File: config.mk
export PLATFORM = sky130hd
export DESIGN_NAME = searchable_fifo_keyed_remove_top_flat
export DESIGN_NICKNAME = d
export VERILOG_FILES = /design/src/sv/sfkr_pkg.sv /design/src/sv/sfkr_if.sv /design/src/sv/searchable_fifo_keyed_remove_top.sv /design/src/sv/sfkr_ctrl.sv /design/src/sv/sfkr_dpath.sv /design/src/flat_wrapper.sv
export SDC_FILE = /design/constraint.sdc
export NUM_CORES = 1
export LEC_CHECK = 0
export BUFFER_PORTS_ARGS = -buffer_cell sky130_fd_sc_hd__buf_4
export CELL_PAD_IN_SITES_DETAIL_PLACEMENT = 0
export CELL_PAD_IN_SITES_GLOBAL_PLACEMENT = 2
export CORE_ASPECT_RATIO = 0.6
export CORE_MARGIN = 2
export CORE_UTILIZATION = 49
export DETAILED_ROUTE_END_ITERATION = 10
export PLACE_DENSITY_LB_ADDON = 0.1
export SYNTH_ARGS = -nofsm -noshare
export SYNTH_HDL_FRONTEND = slang
export SYNTH_SLANG_ARGS = --single-unit
File: constraint.sdc
create_clock -name clk -period 12 [get_ports clk]
set_input_delay 1.8 -clock clk [delete_from_list [all_inputs] [get_ports clk]]
set_output_delay 1.8 -clock clk [all_outputs]
set_load 0.005 [all_outputs]
File: src/sv/sfkr_pkg.sv
// Shared types and constants for the searchable FIFO with keyed removal.
// No dependencies; every other file of the block refers to it by scoped names.
package sfkr_pkg;

  // Item field widths on the channels
  localparam int CMD_W  = 3;
  localparam int KEY_W  = 16;
  localparam int DATA_W = 32;
  localparam int CNT_W  = 5;
  localparam int STAT_W = 2;

  // Defaults for the top level parameters
  localparam int DEPTH_DEF      = 16;
  localparam int KEY_WIDTH_DEF  = 16;
  localparam int DATA_WIDTH_DEF = 32;

  typedef enum logic [CMD_W-1:0] {
    CMD_PUSH   = 3'd0,
    CMD_POP    = 3'd1,
    CMD_FRONT  = 3'd2,
    CMD_FIND   = 3'd3,
    CMD_REMOVE = 3'd4
  } cmd_code_t;

  typedef enum logic [STAT_W-1:0] {
    ST_OK    = 2'd0,
    ST_FULL  = 2'd1,
    ST_EMPTY = 2'd2
  } status_t;

  // Controller to datapath
  typedef struct packed {
    logic latch;      // capture the accepted item, clear result
    logic exec;       // first step of the command
    logic scan_step;  // consume one read entry during a scan
    logic post;       // load the result into the output register
  } ctl_cmd_t;

  // Datapath to controller
  typedef struct packed {
    logic need_scan;  // command walks the queue
    logic scan_done;  // current scan step is the last one
    logic out_free;   // output register can take a result
  } ctl_stat_t;

endpackage

File: src/sv/sfkr_if.sv
// Channel interfaces: command items in, result items out.
// Depends on sfkr_pkg for field widths.
interface sfkr_cmd_if;
  logic                        valid;
  logic                        ready;
  logic [sfkr_pkg::CMD_W-1:0]  command;
  logic [sfkr_pkg::KEY_W-1:0]  key;
  logic [sfkr_pkg::DATA_W-1:0] payload;

  modport source (output valid, command, key, payload, input ready);
  modport sink   (input valid, command, key, payload, output ready);
endinterface

interface sfkr_rsp_if;
  logic                        valid;
  logic                        ready;
  logic                        hit;
  logic [sfkr_pkg::DATA_W-1:0] data_out;
  logic [sfkr_pkg::CNT_W-1:0]  removed_count;
  logic [sfkr_pkg::CNT_W-1:0]  occupancy;
  logic                        is_empty;
  logic [sfkr_pkg::STAT_W-1:0] status;

  modport source (output valid, hit, data_out, removed_count, occupancy, is_empty, status,
                  input ready);
  modport sink   (input valid, hit, data_out, removed_count, occupancy, is_empty, status,
                  output ready);
endinterface

File: src/sv/searchable_fifo_keyed_remove_top.sv
// Searchable FIFO with keyed removal. Push, pop and unused codes pass from accept
// through the execute and post states to the result. Front, find and remove add a scan
// step per entry examined (up to the occupancy) through the single-read-port entry store.
// A new item is accepted once the previous result sits in the output register.
// Synchronous reset empties the queue and the output register; the entry store
// itself is not cleared.
module searchable_fifo_keyed_remove_top #(
  parameter int DEPTH      = sfkr_pkg::DEPTH_DEF,
  parameter int KEY_WIDTH  = sfkr_pkg::KEY_WIDTH_DEF,
  parameter int DATA_WIDTH = sfkr_pkg::DATA_WIDTH_DEF
) (
  input  logic        clk,
  input  logic        rst,
  sfkr_cmd_if.sink    cmd,
  sfkr_rsp_if.source  rsp
);

  sfkr_pkg::ctl_cmd_t  ctl;
  sfkr_pkg::ctl_stat_t stat;
  logic                in_ready;

  assign cmd.ready = in_ready;

  sfkr_ctrl u_ctrl (
    .clk      (clk),
    .rst      (rst),
    .in_valid (cmd.valid),
    .in_ready (in_ready),
    .stat     (stat),
    .ctl      (ctl)
  );

  sfkr_dpath #(
    .DEPTH      (DEPTH),
    .KEY_WIDTH  (KEY_WIDTH),
    .DATA_WIDTH (DATA_WIDTH)
  ) u_dpath (
    .clk     (clk),
    .rst     (rst),
    .command (cmd.command),
    .key     (cmd.key),
    .payload (cmd.payload),
    .ctl     (ctl),
    .stat    (stat),
    .rsp     (rsp)
  );

endmodule

File: src/sv/sfkr_ctrl.sv
// Sequencer for the searchable FIFO: accept, execute, scan, post result.
// Depends on sfkr_pkg for the command and status structs.
module sfkr_ctrl (
  input  logic                 clk,
  input  logic                 rst,
  input  logic                 in_valid,
  output logic                 in_ready,
  input  sfkr_pkg::ctl_stat_t  stat,
  output sfkr_pkg::ctl_cmd_t   ctl
);

  typedef enum logic [1:0] {
    S_IDLE,
    S_EXEC,
    S_SCAN,
    S_POST
  } state_t;

  state_t state;
  state_t state_next;

  // Next state and datapath commands
  always_comb begin
    state_next    = state;
    ctl           = '0;
    in_ready      = 1'b0;
    unique case (state)
      S_IDLE: begin
        in_ready = 1'b1;
        if (in_valid) begin
          ctl.latch  = 1'b1;
          state_next = S_EXEC;
        end
      end
      S_EXEC: begin
        ctl.exec   = 1'b1;
        state_next = stat.need_scan ? S_SCAN : S_POST;
      end
      S_SCAN: begin
        ctl.scan_step = 1'b1;
        if (stat.scan_done) state_next = S_POST;
      end
      S_POST: begin
        if (stat.out_free) begin
          ctl.post   = 1'b1;
          state_next = S_IDLE;
        end
      end
      default: state_next = S_IDLE;
    endcase
  end

  always_ff @(posedge clk) begin
    if (rst) begin
      state <= S_IDLE;
    end else begin
      state <= state_next;
    end
  end

endmodule

File: src/sv/sfkr_dpath.sv
// Datapath: ring-buffer entry store, scan and compaction logic, result register.
// Depends on sfkr_pkg and the result channel interface.
module sfkr_dpath #(
  parameter int DEPTH      = sfkr_pkg::DEPTH_DEF,
  parameter int KEY_WIDTH  = sfkr_pkg::KEY_WIDTH_DEF,
  parameter int DATA_WIDTH = sfkr_pkg::DATA_WIDTH_DEF
) (
  input  logic                        clk,
  input  logic                        rst,
  input  logic [sfkr_pkg::CMD_W-1:0]  command,
  input  logic [sfkr_pkg::KEY_W-1:0]  key,
  input  logic [sfkr_pkg::DATA_W-1:0] payload,
  input  sfkr_pkg::ctl_cmd_t          ctl,
  output sfkr_pkg::ctl_stat_t         stat,
  sfkr_rsp_if.source                  rsp
);

  localparam int AW = (DEPTH > 1) ? $clog2(DEPTH) : 1;
  localparam int CW = $clog2(DEPTH + 1);
  localparam logic [CW-1:0] FULL_CNT  = CW'(DEPTH);
  localparam logic [AW-1:0] LAST_ADDR = AW'(DEPTH - 1);

  // Entry store
  logic [KEY_WIDTH-1:0]  mem_k [DEPTH];
  logic [DATA_WIDTH-1:0] mem_p [DEPTH];
  logic [KEY_WIDTH-1:0]  rd_k;
  logic [DATA_WIDTH-1:0] rd_p;

  // Queue and per-command state
  logic [AW-1:0]         head;
  logic [CW-1:0]         count;
  sfkr_pkg::cmd_code_t   cmd_r;
  logic [KEY_WIDTH-1:0]  key_r;
  logic [DATA_WIDTH-1:0] pay_r;
  logic [CW-1:0]         idx;
  logic [CW-1:0]         widx;
  logic                  hit_r;
  logic [DATA_WIDTH-1:0] data_r;
  logic [CW-1:0]         rem_r;
  sfkr_pkg::status_t     stat_r;

  // Result register
  logic                        out_valid;
  logic                        out_hit;
  logic [sfkr_pkg::DATA_W-1:0] out_data;
  logic [sfkr_pkg::CNT_W-1:0]  out_rem;
  logic [sfkr_pkg::CNT_W-1:0]  out_occ;
  logic                        out_empty;
  sfkr_pkg::status_t           out_stat;

  // Memory port controls
  logic                  we;
  logic [AW-1:0]         waddr;
  logic [KEY_WIDTH-1:0]  wkey;
  logic [DATA_WIDTH-1:0] wpay;
  logic                  re;
  logic [AW-1:0]         raddr;

  logic match;
  logic last;
  logic scan_done;
  logic is_scan_cmd;
  logic [31:0] key_ext;
  logic [63:0] pay_ext;
  logic [63:0] data_ext;
  logic [15:0] rem_ext;
  logic [15:0] occ_ext;

  // Physical address of logical position off behind the head
  function automatic logic [AW-1:0] wrap_addr(input logic [AW-1:0] h, input logic [CW-1:0] off);
    logic [CW:0] sum;
    sum = (CW+1)'(h) + (CW+1)'(off);
    if (sum >= (CW+1)'(DEPTH)) sum = sum - (CW+1)'(DEPTH);
    return sum[AW-1:0];
  endfunction

  assign key_ext = 32'(key);
  assign pay_ext = 64'(payload);

  assign is_scan_cmd = (cmd_r == sfkr_pkg::CMD_FRONT) || (cmd_r == sfkr_pkg::CMD_FIND) ||
                       (cmd_r == sfkr_pkg::CMD_REMOVE);
  assign match     = (cmd_r == sfkr_pkg::CMD_FRONT) || (rd_k == key_r);
  assign last      = (idx == count);
  assign scan_done = last || ((cmd_r != sfkr_pkg::CMD_REMOVE) && match);

  assign stat.need_scan = is_scan_cmd && (count != '0);
  assign stat.scan_done = scan_done;
  assign stat.out_free  = !out_valid || rsp.ready;

  // Memory write and read port selection
  always_comb begin
    we    = 1'b0;
    waddr = wrap_addr(head, count);
    wkey  = key_r;
    wpay  = pay_r;
    re    = 1'b0;
    raddr = head;
    if (ctl.exec) begin
      if (cmd_r == sfkr_pkg::CMD_PUSH && count != FULL_CNT) we = 1'b1;
      if (is_scan_cmd && count != '0) re = 1'b1;
    end
    if (ctl.scan_step) begin
      if (cmd_r == sfkr_pkg::CMD_REMOVE && !match) begin
        we    = 1'b1;
        waddr = wrap_addr(head, widx);
        wkey  = rd_k;
        wpay  = rd_p;
      end
      if (!scan_done) begin
        re    = 1'b1;
        raddr = wrap_addr(head, idx);
      end
    end
  end

  // Entry store write port
  always_ff @(posedge clk) begin
    if (we) begin
      mem_k[waddr] <= wkey;
      mem_p[waddr] <= wpay;
    end
  end

  // Entry store read port, registered
  always_ff @(posedge clk) begin
    if (re) begin
      rd_k <= mem_k[raddr];
      rd_p <= mem_p[raddr];
    end
  end

  // Queue control state
  always_ff @(posedge clk) begin
    if (rst) begin
      head  <= '0;
      count <= '0;
    end else if (ctl.exec) begin
      if (cmd_r == sfkr_pkg::CMD_PUSH && count != FULL_CNT) begin
        count <= count + 1'b1;
      end else if (cmd_r == sfkr_pkg::CMD_POP && count != '0) begin
        head  <= (head == LAST_ADDR) ? '0 : head + 1'b1;
        count <= count - 1'b1;
      end
    end else if (ctl.scan_step && cmd_r == sfkr_pkg::CMD_REMOVE && last) begin
      count <= match ? widx : widx + 1'b1;
    end
  end

  // Command capture and scan bookkeeping
  always_ff @(posedge clk) begin
    if (ctl.latch) begin
      cmd_r  <= sfkr_pkg::cmd_code_t'(command);
      key_r  <= key_ext[KEY_WIDTH-1:0];
      pay_r  <= pay_ext[DATA_WIDTH-1:0];
      hit_r  <= 1'b0;
      data_r <= '0;
      rem_r  <= '0;
      stat_r <= sfkr_pkg::ST_OK;
    end
    if (ctl.exec) begin
      idx  <= CW'(1);
      widx <= '0;
      case (cmd_r) inside
        sfkr_pkg::CMD_PUSH:  if (count == FULL_CNT) stat_r <= sfkr_pkg::ST_FULL;
        sfkr_pkg::CMD_POP,
        sfkr_pkg::CMD_FRONT: if (count == '0) stat_r <= sfkr_pkg::ST_EMPTY;
        default: ;
      endcase
    end
    if (ctl.scan_step) begin
      if (!scan_done) idx <= idx + 1'b1;
      if (match) begin
        hit_r  <= 1'b1;
        data_r <= rd_p;
        if (cmd_r == sfkr_pkg::CMD_REMOVE) rem_r <= rem_r + 1'b1;
      end else if (cmd_r == sfkr_pkg::CMD_REMOVE) begin
        widx <= widx + 1'b1;
      end
    end
  end

  assign data_ext = 64'(data_r);
  assign rem_ext  = 16'(rem_r);
  assign occ_ext  = 16'(count);

  // Result register; the next command may run while this waits
  always_ff @(posedge clk) begin
    if (rst) begin
      out_valid <= 1'b0;
    end else if (ctl.post) begin
      out_valid <= 1'b1;
    end else if (rsp.ready) begin
      out_valid <= 1'b0;
    end
    if (ctl.post) begin
      out_hit   <= hit_r;
      out_data  <= data_ext[sfkr_pkg::DATA_W-1:0];
      out_rem   <= rem_ext[sfkr_pkg::CNT_W-1:0];
      out_occ   <= occ_ext[sfkr_pkg::CNT_W-1:0];
      out_empty <= (count == '0);
      out_stat  <= stat_r;
    end
  end

  assign rsp.valid         = out_valid;
  assign rsp.hit           = out_hit;
  assign rsp.data_out      = out_data;
  assign rsp.removed_count = out_rem;
  assign rsp.occupancy     = out_occ;
  assign rsp.is_empty      = out_empty;
  assign rsp.status        = out_stat;

endmodule
File: src/flat_wrapper.sv
// flat-port wrapper written by rule: the top's interface ports become plain ports
module searchable_fifo_keyed_remove_top_flat 
#(
  parameter int DEPTH      = sfkr_pkg::DEPTH_DEF,
  parameter int KEY_WIDTH  = sfkr_pkg::KEY_WIDTH_DEF,
  parameter int DATA_WIDTH = sfkr_pkg::DATA_WIDTH_DEF
)
  (clk, rst, cmd_valid, cmd_command, cmd_key, cmd_payload, cmd_ready, rsp_valid, rsp_hit, rsp_data_out, rsp_removed_count, rsp_occupancy, rsp_is_empty, rsp_status, rsp_ready);
  sfkr_cmd_if cmd_i ();
  sfkr_rsp_if rsp_i ();
  input  logic clk;
  input  logic rst;
  input wire logic [$bits(cmd_i.valid)-1:0] cmd_valid;
  input wire logic [$bits(cmd_i.command)-1:0] cmd_command;
  input wire logic [$bits(cmd_i.key)-1:0] cmd_key;
  input wire logic [$bits(cmd_i.payload)-1:0] cmd_payload;
  output wire logic [$bits(cmd_i.ready)-1:0] cmd_ready;
  output wire logic [$bits(rsp_i.valid)-1:0] rsp_valid;
  output wire logic [$bits(rsp_i.hit)-1:0] rsp_hit;
  output wire logic [$bits(rsp_i.data_out)-1:0] rsp_data_out;
  output wire logic [$bits(rsp_i.removed_count)-1:0] rsp_removed_count;
  output wire logic [$bits(rsp_i.occupancy)-1:0] rsp_occupancy;
  output wire logic [$bits(rsp_i.is_empty)-1:0] rsp_is_empty;
  output wire logic [$bits(rsp_i.status)-1:0] rsp_status;
  input wire logic [$bits(rsp_i.ready)-1:0] rsp_ready;
  assign cmd_i.valid = cmd_valid;
  assign cmd_i.command = cmd_command;
  assign cmd_i.key = cmd_key;
  assign cmd_i.payload = cmd_payload;
  assign cmd_ready = cmd_i.ready;
  assign rsp_valid = rsp_i.valid;
  assign rsp_hit = rsp_i.hit;
  assign rsp_data_out = rsp_i.data_out;
  assign rsp_removed_count = rsp_i.removed_count;
  assign rsp_occupancy = rsp_i.occupancy;
  assign rsp_is_empty = rsp_i.is_empty;
  assign rsp_status = rsp_i.status;
  assign rsp_i.ready = rsp_ready;
  searchable_fifo_keyed_remove_top #(.DEPTH(DEPTH), .KEY_WIDTH(KEY_WIDTH), .DATA_WIDTH(DATA_WIDTH)) u_core (.clk(clk), .rst(rst), .cmd(cmd_i), .rsp(rsp_i));
endmodule
* Word level (Yosys, flattened, before mapping) *
Memories as Yosys holds them, arrays and structs flattened. A register that Yosys moved wholly into a read port is not among the register bits.
Cells that the tools add are included.

word-level totals
  ROM bits = 0
  memories = 2
  memory bits (writable) = 768
  output and inout port bits = 48
  latch bits = 0
  logic and storage cells = 142
  input bits = 55
  register bits = 159

cells by class
  magnitude comparators = 3
  add/sub/neg operators = 12
  bitwise operators = 1
  multiply operators = 0
  div/mod/pow operators = 0
  multiplexer cells = 64
  eq/ne operators = 17
  shift operators = 0
  reduce and logical (&&, ||, !) cells = 24

memory list
  memory                words  width  rd ports  clocked after memory_dff  write ports  RTL line          text
  u_core.u_dpath.mem_p  16     32     1         1                         1            sfkr_dpath.sv:25  logic [DATA_WIDTH-1:0] mem_p [DEPTH];
  u_core.u_dpath.mem_k  16     16     1         1                         1            sfkr_dpath.sv:24  logic [KEY_WIDTH-1:0] mem_k [DEPTH];

operators with widths
  kind                                                 number
  two-way mux 32 bit                                   5
  two-way mux 5 bit                                    16
  two-way mux 16 bit                                   2
  two-way mux 4 bit                                    8
  two-way mux 1 bit                                    23
  adder 5 x 1 -> 5 bit, second input constant          4
  adder 4 x 5 -> 6 bit                                 3
  >= comparator 6 x 5 -> 1 bit, second input constant  3
  two-way mux 2 bit                                    9
  == test 16 bit                                       1
  subtractor 4 x 1 -> 4 bit, second input constant     3
  one-hot mux 2 bit (4 select lines)                   1
  logical AND 1 bit                                    7
  == test 3 x 2 -> 1 bit, second input constant        2
  != test 3 bit, second input constant                 2
  AND reduction 3 bit                                  2
  == test 5 bit                                        1
  == test 5 bit, second input constant                 1
  logical NOT 5 bit                                    1
  logical OR 1 bit                                     5
  != test 5 bit, second input constant                 1
  nonzero test 5 bit                                   1
  subtractor 5 x 1 -> 5 bit, second input constant     1
  adder 4 x 1 -> 4 bit, second input constant          1
  14 further kinds                                     18

* Longest topological paths before layout *
  depth in word-level cells = 8
  depth in mapped cells = 14
  mapped depth without buffers = 11

* Modules after synthesis *
Synthesis repeated with hierarchy kept, for this count alone.

unflattened totals
  cell total of the unflattened synthesis = 2578
  area total of the unflattened synthesis = 37751.2 um^2

modules (own cells, without submodules)
  module      instances  cells an instance  sequential area each (um^2)  area each (um^2)
  sfkr_dpath  1          2553               28617.4                      37532.2
  sfkr_ctrl   1          25                 40.0                         219.0

* Worst setup path before layout *
OpenSTA, ideal clock, no wires.

  path kind = register to register
  from = register u_core.u_dpath.cmd_r[1]
  to = register u_core.u_dpath.rd_k[0] (read register of u_core.u_dpath.mem_k), enable pin
  setup time = 0.520 ns
  buffers on the path = 0
  required time = 11.480 ns
  stages on the path, launching flop included = 4
  arrival time = 4.396 ns
  clock period less this slack = 4.916 ns
  slack = 7.084 ns
  cell sequence = edfxtp_1 nor3b_1 o21ai_0 o21ai_0

on the way
  cells in the longest elaborated chain, start to end = 8
  elaborated cells between the ends (all ways) = 16
  classes of those cells = 4 x eq/ne; 6 x mux; 6 x reduce/logical

RTL lines
  what                                              RTL line                            text
  start: declaration                                sfkr_dpath.sv:32                    sfkr_pkg::cmd_code_t cmd_r;
  start signal: assignment                          sfkr_dpath.sv:152                   cmd_r <= sfkr_pkg::cmd_code_t'(command);
  == test 3 x 2 -> 1 bit, on equally long branches  sfkr_dpath.sv:80, sfkr_dpath.sv:82
  logical OR 1 bit (2 in a row)                     sfkr_dpath.sv:80                    assign is_scan_cmd = (cmd_r == sfkr_pkg::CMD_FRONT) || (cmd_r == sfkr_pkg::CMD_FIND) ||
  logical AND 1 bit                                 sfkr_dpath.sv:100                   if (is_scan_cmd && count != '0) re = 1'b1;
  two-way mux 1 bit                                 sfkr_dpath.sv:100
  two-way mux 1 bit                                 sfkr_dpath.sv:98                    if (ctl.exec) begin
  two-way mux 1 bit                                 sfkr_dpath.sv:109                   if (!scan_done) begin
  two-way mux 1 bit *                               sfkr_dpath.sv:102                   if (ctl.scan_step) begin
  net u_core.u_dpath.re                             sfkr_dpath.sv:56                    logic re;
  end: declaration                                  sfkr_dpath.sv:26                    logic [KEY_WIDTH-1:0] rd_k;

The timed path passes the listed nets; every way through them passes the cells marked *.
A chain may end at the register's enable or synchronous reset.

* Worst setup path in the final report *
  from = register u_core.u_dpath.rd_k[1] (read register of u_core.u_dpath.mem_k)
  to = register u_core.u_dpath.rd_p[5] (read register of u_core.u_dpath.mem_p) (data pin)

on the way
  cells in the longest elaborated chain, start to end = 6
  elaborated cells between the ends (all ways) = 8
  classes of those cells = 1 x eq/ne; 4 x mux; 3 x reduce/logical

RTL lines
  what                                                    RTL line           text
  == test 16 bit *                                        sfkr_dpath.sv:82   assign match = (cmd_r == sfkr_pkg::CMD_FRONT) || (rd_k == key_r);
  logical OR 1 bit *                                      sfkr_dpath.sv:82
  logical AND 1 bit *                                     sfkr_dpath.sv:84   assign scan_done = last || ((cmd_r != sfkr_pkg::CMD_REMOVE) && match);
  logical OR 1 bit *                                      sfkr_dpath.sv:84
  two-way mux 4 bit or two-way mux 1 bit (tied branches)  sfkr_dpath.sv:109
  two-way mux 4 bit or two-way mux 1 bit (tied branches)  sfkr_dpath.sv:102
  end: declaration                                        sfkr_dpath.sv:27   logic [DATA_WIDTH-1:0] rd_p;

Mark *: on every way between the ends. The rest lies on a longest branch, timed or not.

==> flow_metrics.env <==
export IMPL_start_util_pct=49.3
export IMPL_area_growth_pct=12.3
export IMPL_cts_sinks=975
export IMPL_r2r_start="u_core.u_dpath.rd_k[1]$_DFFE_PP_"
export IMPL_dieArea_sq_mm=0.0800
export IMPL_place_area_sq_mm=0.0399
export IMPL_worstHoldPathType="reg2reg"
export IMPL_finClkSkew_ps=21.7
export IMPL_post_synth_num_cell_types=56
export IMPL_cp_endpoint="u_core.u_dpath.rd_p[5]$_DFFE_PP_"
export IMPL_vias_per_cell=5.83
export IMPL_preCtsSetupSlack_ps=5630
export IMPL_worst_slew_pin_slew_ps=1220
export IMPL_portBuffers=102
export IMPL_cts_root_buf="clkbuf_16"
export IMPL_grt_ovfl_total=0
export IMPL_synth_edf_count=913
export IMPL_synth_main_ff_cell="edfxtp_1"
export IMPL_drc=0
export IMPL_fp_dieW_um=364
export IMPL_cp_max_fo=69
export IMPL_clk_latency_ps=680
export IMPL_clk_pin_slew_worst_paths_ps=60
export IMPL_finalInstanceArea_sq_mm=0.0428
export IMPL_h_tree_depth=3
export IMPL_yosysWarnings=0
export IMPL_routed_via_count=22242
export IMPL_syn_area_per_cell_sq_um=14.5
export IMPL_grt_usage_pct=24.8
export IMPL_num_rows=79
export IMPL_ir_drop_v=0.000125
export IMPL_grt_pass1_wl_mm=144
export IMPL_min_delay_start="u_core.u_dpath.data_r[9]$_DFF_P_"
export IMPL_cts_buffers_inserted=89
export IMPL_fp_dieH_um=220
export IMPL_relSlewSlack_pct=18.4
export IMPL_crit_type="reg2reg"
export IMPL_hold_buffers=0
export IMPL_final_cell_mix="edfxtp_1, nand2_1, a21oi_1"
export IMPL_crit_start="u_core.u_dpath.rd_k[1]$_DFFE_PP_"
export IMPL_seq_area_frac_synth_pct=75.3
export IMPL_wl_mm=98.5
export IMPL_drt_iter0_markers=2354
export IMPL_nets=2771
export IMPL_setup_slack_ps=5550
export IMPL_final_max_slew_viol_count=0
export IMPL_drtPass1Iterations=5
export IMPL_drive_above_1_share_pct=11.0
export IMPL_setup_tns_ps=0
export IMPL_crit_required_ps=12410
export IMPL_coreArea_sq_mm=0.0772
export IMPL_post_cts_resized=0
export IMPL_hold_viol=0
export IMPL_rr_worst_depth=11
export IMPL_post_route_period_util_pct=53.8
export IMPL_period_minus_slack_ps=6450
export IMPL_final_common_cell="edfxtp_1"
export IMPL_status="finished clean"
export IMPL_fmax_ghz=0.155
export IMPL_cts_tree="done"
export IMPL_grt_pass1_vias=21185
export IMPL_synth_nets=2700
export IMPL_async_flop_share_pct=0
export IMPL_cellPowerDensity_mw_per_mm2=196
export IMPL_start_kind="flop"
export IMPL_grt_max_degree=215
export IMPL_netlist_area_sq_mm=0.0381
export IMPL_maxCapViolCount=0
export IMPL_gp_congestion=0.753
export IMPL_antenna_found_initial=2
export IMPL_n_fill_cell=6209
export IMPL_r2r_end="u_core.u_dpath.rd_p[5]$_DFFE_PP_"
export IMPL_power_leakage_nw=15.3
export IMPL_finalSetupViolCount=0
export IMPL_cts_buffer_depth=3
export IMPL_grt_setup_unrepaired="no"
export IMPL_synth_cells=2621
export IMPL_cp_arrival_ps=6870
export IMPL_dpl_hpwl_mm=49.0
export IMPL_cp_end_kind="flop"
export IMPL_ff2ff_setup_slack_ps=5550
export IMPL_cts_setup_buffers=0
export IMPL_ant_nets=0
export IMPL_io_pins=103
export IMPL_ys_ff_latch=975
export IMPL_wl_per_cell_um=25.8
export IMPL_antenna_cells=0
[report_power, final]
group	internal (mW)	switching (mW)
combinational	0.423	1.03
clock	1.57	1.25
sequential	4.03	0.0756
total	6.03	2.36
[cell families (layout without fill, tap and decap cells)]
family	after synthesis	count (layout)	share of synthesized area, %
flip-flops	975	975	75.3
adder cells (fa/ha/maj)	24	24	0.867
XOR/XNOR	38	38	0.874
multiplexers	153	153	4.03
AND/OR/NAND/NOR	893	893	10.4
buffers and inverters	179	323	2.22
AO/OA/AOI/OAI	359	359	6.39
[worst min-delay path by stage]
stage	endpoint	slack, ps	depth (start not counted)
final	u_core.u_dpath.rsp.data_out[9]$_DFFE_PP_	430	0
after floorplan	u_core.u_dpath.rsp.data_out[0]$_DFFE_PP_	410	0
after detailed placement	u_core.u_dpath.rsp.data_out[9]$_DFFE_PP_	420	0
after global routing	u_core.u_dpath.rsp.data_out[7]$_DFFE_PP_	440	0
after global placement	u_core.u_dpath.rsp.data_out[2]$_DFFE_PP_	410	0
after CTS	u_core.u_dpath.rsp.data_out[7]$_DFFE_PP_	430	0
[sequential cells by signal, indices dropped and copies added, names as in the netlist, 16 cells and up]
register / cells
u_core.u_dpath.data_r: 32
u_core.u_dpath.key_r: 16
u_core.u_dpath.mem_k: 256
u_core.u_dpath.mem_p: 512
u_core.u_dpath.pay_r: 32
u_core.u_dpath.rd_k: 16
u_core.u_dpath.rd_p: 32
u_core.u_dpath.rsp.data_out: 32
[metal layers]
metal	track usage, %	part of all wire [%]
met5	0	0
met4	6.10	1.9
met3	4.48	7.3
met2	36.9	44
met1	37.9	47
[through the flow]
| step | utilization, % | hold slack, ps | power (mW) | std cells |
|---|---|---|---|---|
| final | 55.4 | 431 | 8.38 | 3818 |
| after global routing | 55.4 | 444 | 8.73 | 3818 |
| after CTS | 55.4 | 432 | 8.45 | 3818 |
| after detailed placement | 51.7 | 415 | 5.63 | 3654 |
| after global placement | 51.7 | 413 | 5.60 | 3654 |
| after floorplan | - | 408 | 5.17 | 2621 |
[cells in the mapped netlist (4+ instances only)]
cell type / instances / area, sq um
edfxtp_1: 913 / 27400
nand2_1: 575 / 2160
a21oi_1: 161 / 806
mux2i_1: 152 / 1520
a221oi_1: 146 / 1280
nand3_1: 143 / 716
clkbuf_1: 93 / 349
dfxtp_1: 62 / 1240
and3_1: 53 / 332
or4_1: 48 / 360
nor2_1: 36 / 135
xor2_1: 30 / 263
buf_2: 26 / 130
buf_1: 20 / 75.1
ha_1: 20 / 250
o21ai_0: 20 / 100
buf_6: 17 / 191
inv_1: 17 / 63.8
xnor2_1: 8 / 70.1
a21o_1: 6 / 45.0
nor3_1: 6 / 30.0
nor4_1: 6 / 37.5
o31ai_1: 6 / 45.0
nor2b_1: 5 / 31.3
and2_1: 4 / 25.0
fa_1: 4 / 80.1
nand2b_1: 4 / 25.0
[area by class of cell]
type | count | area, sq um | share of cell area [%]
sequential | 975 | 28700 | 67.0
multi-input combinational | 1467 | 8770 | 20.5
clock buffer | 112 | 2390 | 5.60
tap | 1053 | 1320 | 3.08
timing repair buffer | 140 | 1080 | 2.52
clock inverter | 52 | 465 | 1.09
inverter | 19 | 71.3 | 0.167
[critical path, stage by stage, from the launching register on]
cell	delay, ps
edfxtp_1	420
xor2_1	180
nor4_1	930
nand4_1	730
a21o_1	420
nand3_1	170
and2_4	620
buf_4	840
buf_4	790
mux2i_1	270
a221oi_1	120
or4_1	560
Power figures use the tool's default switching activity.
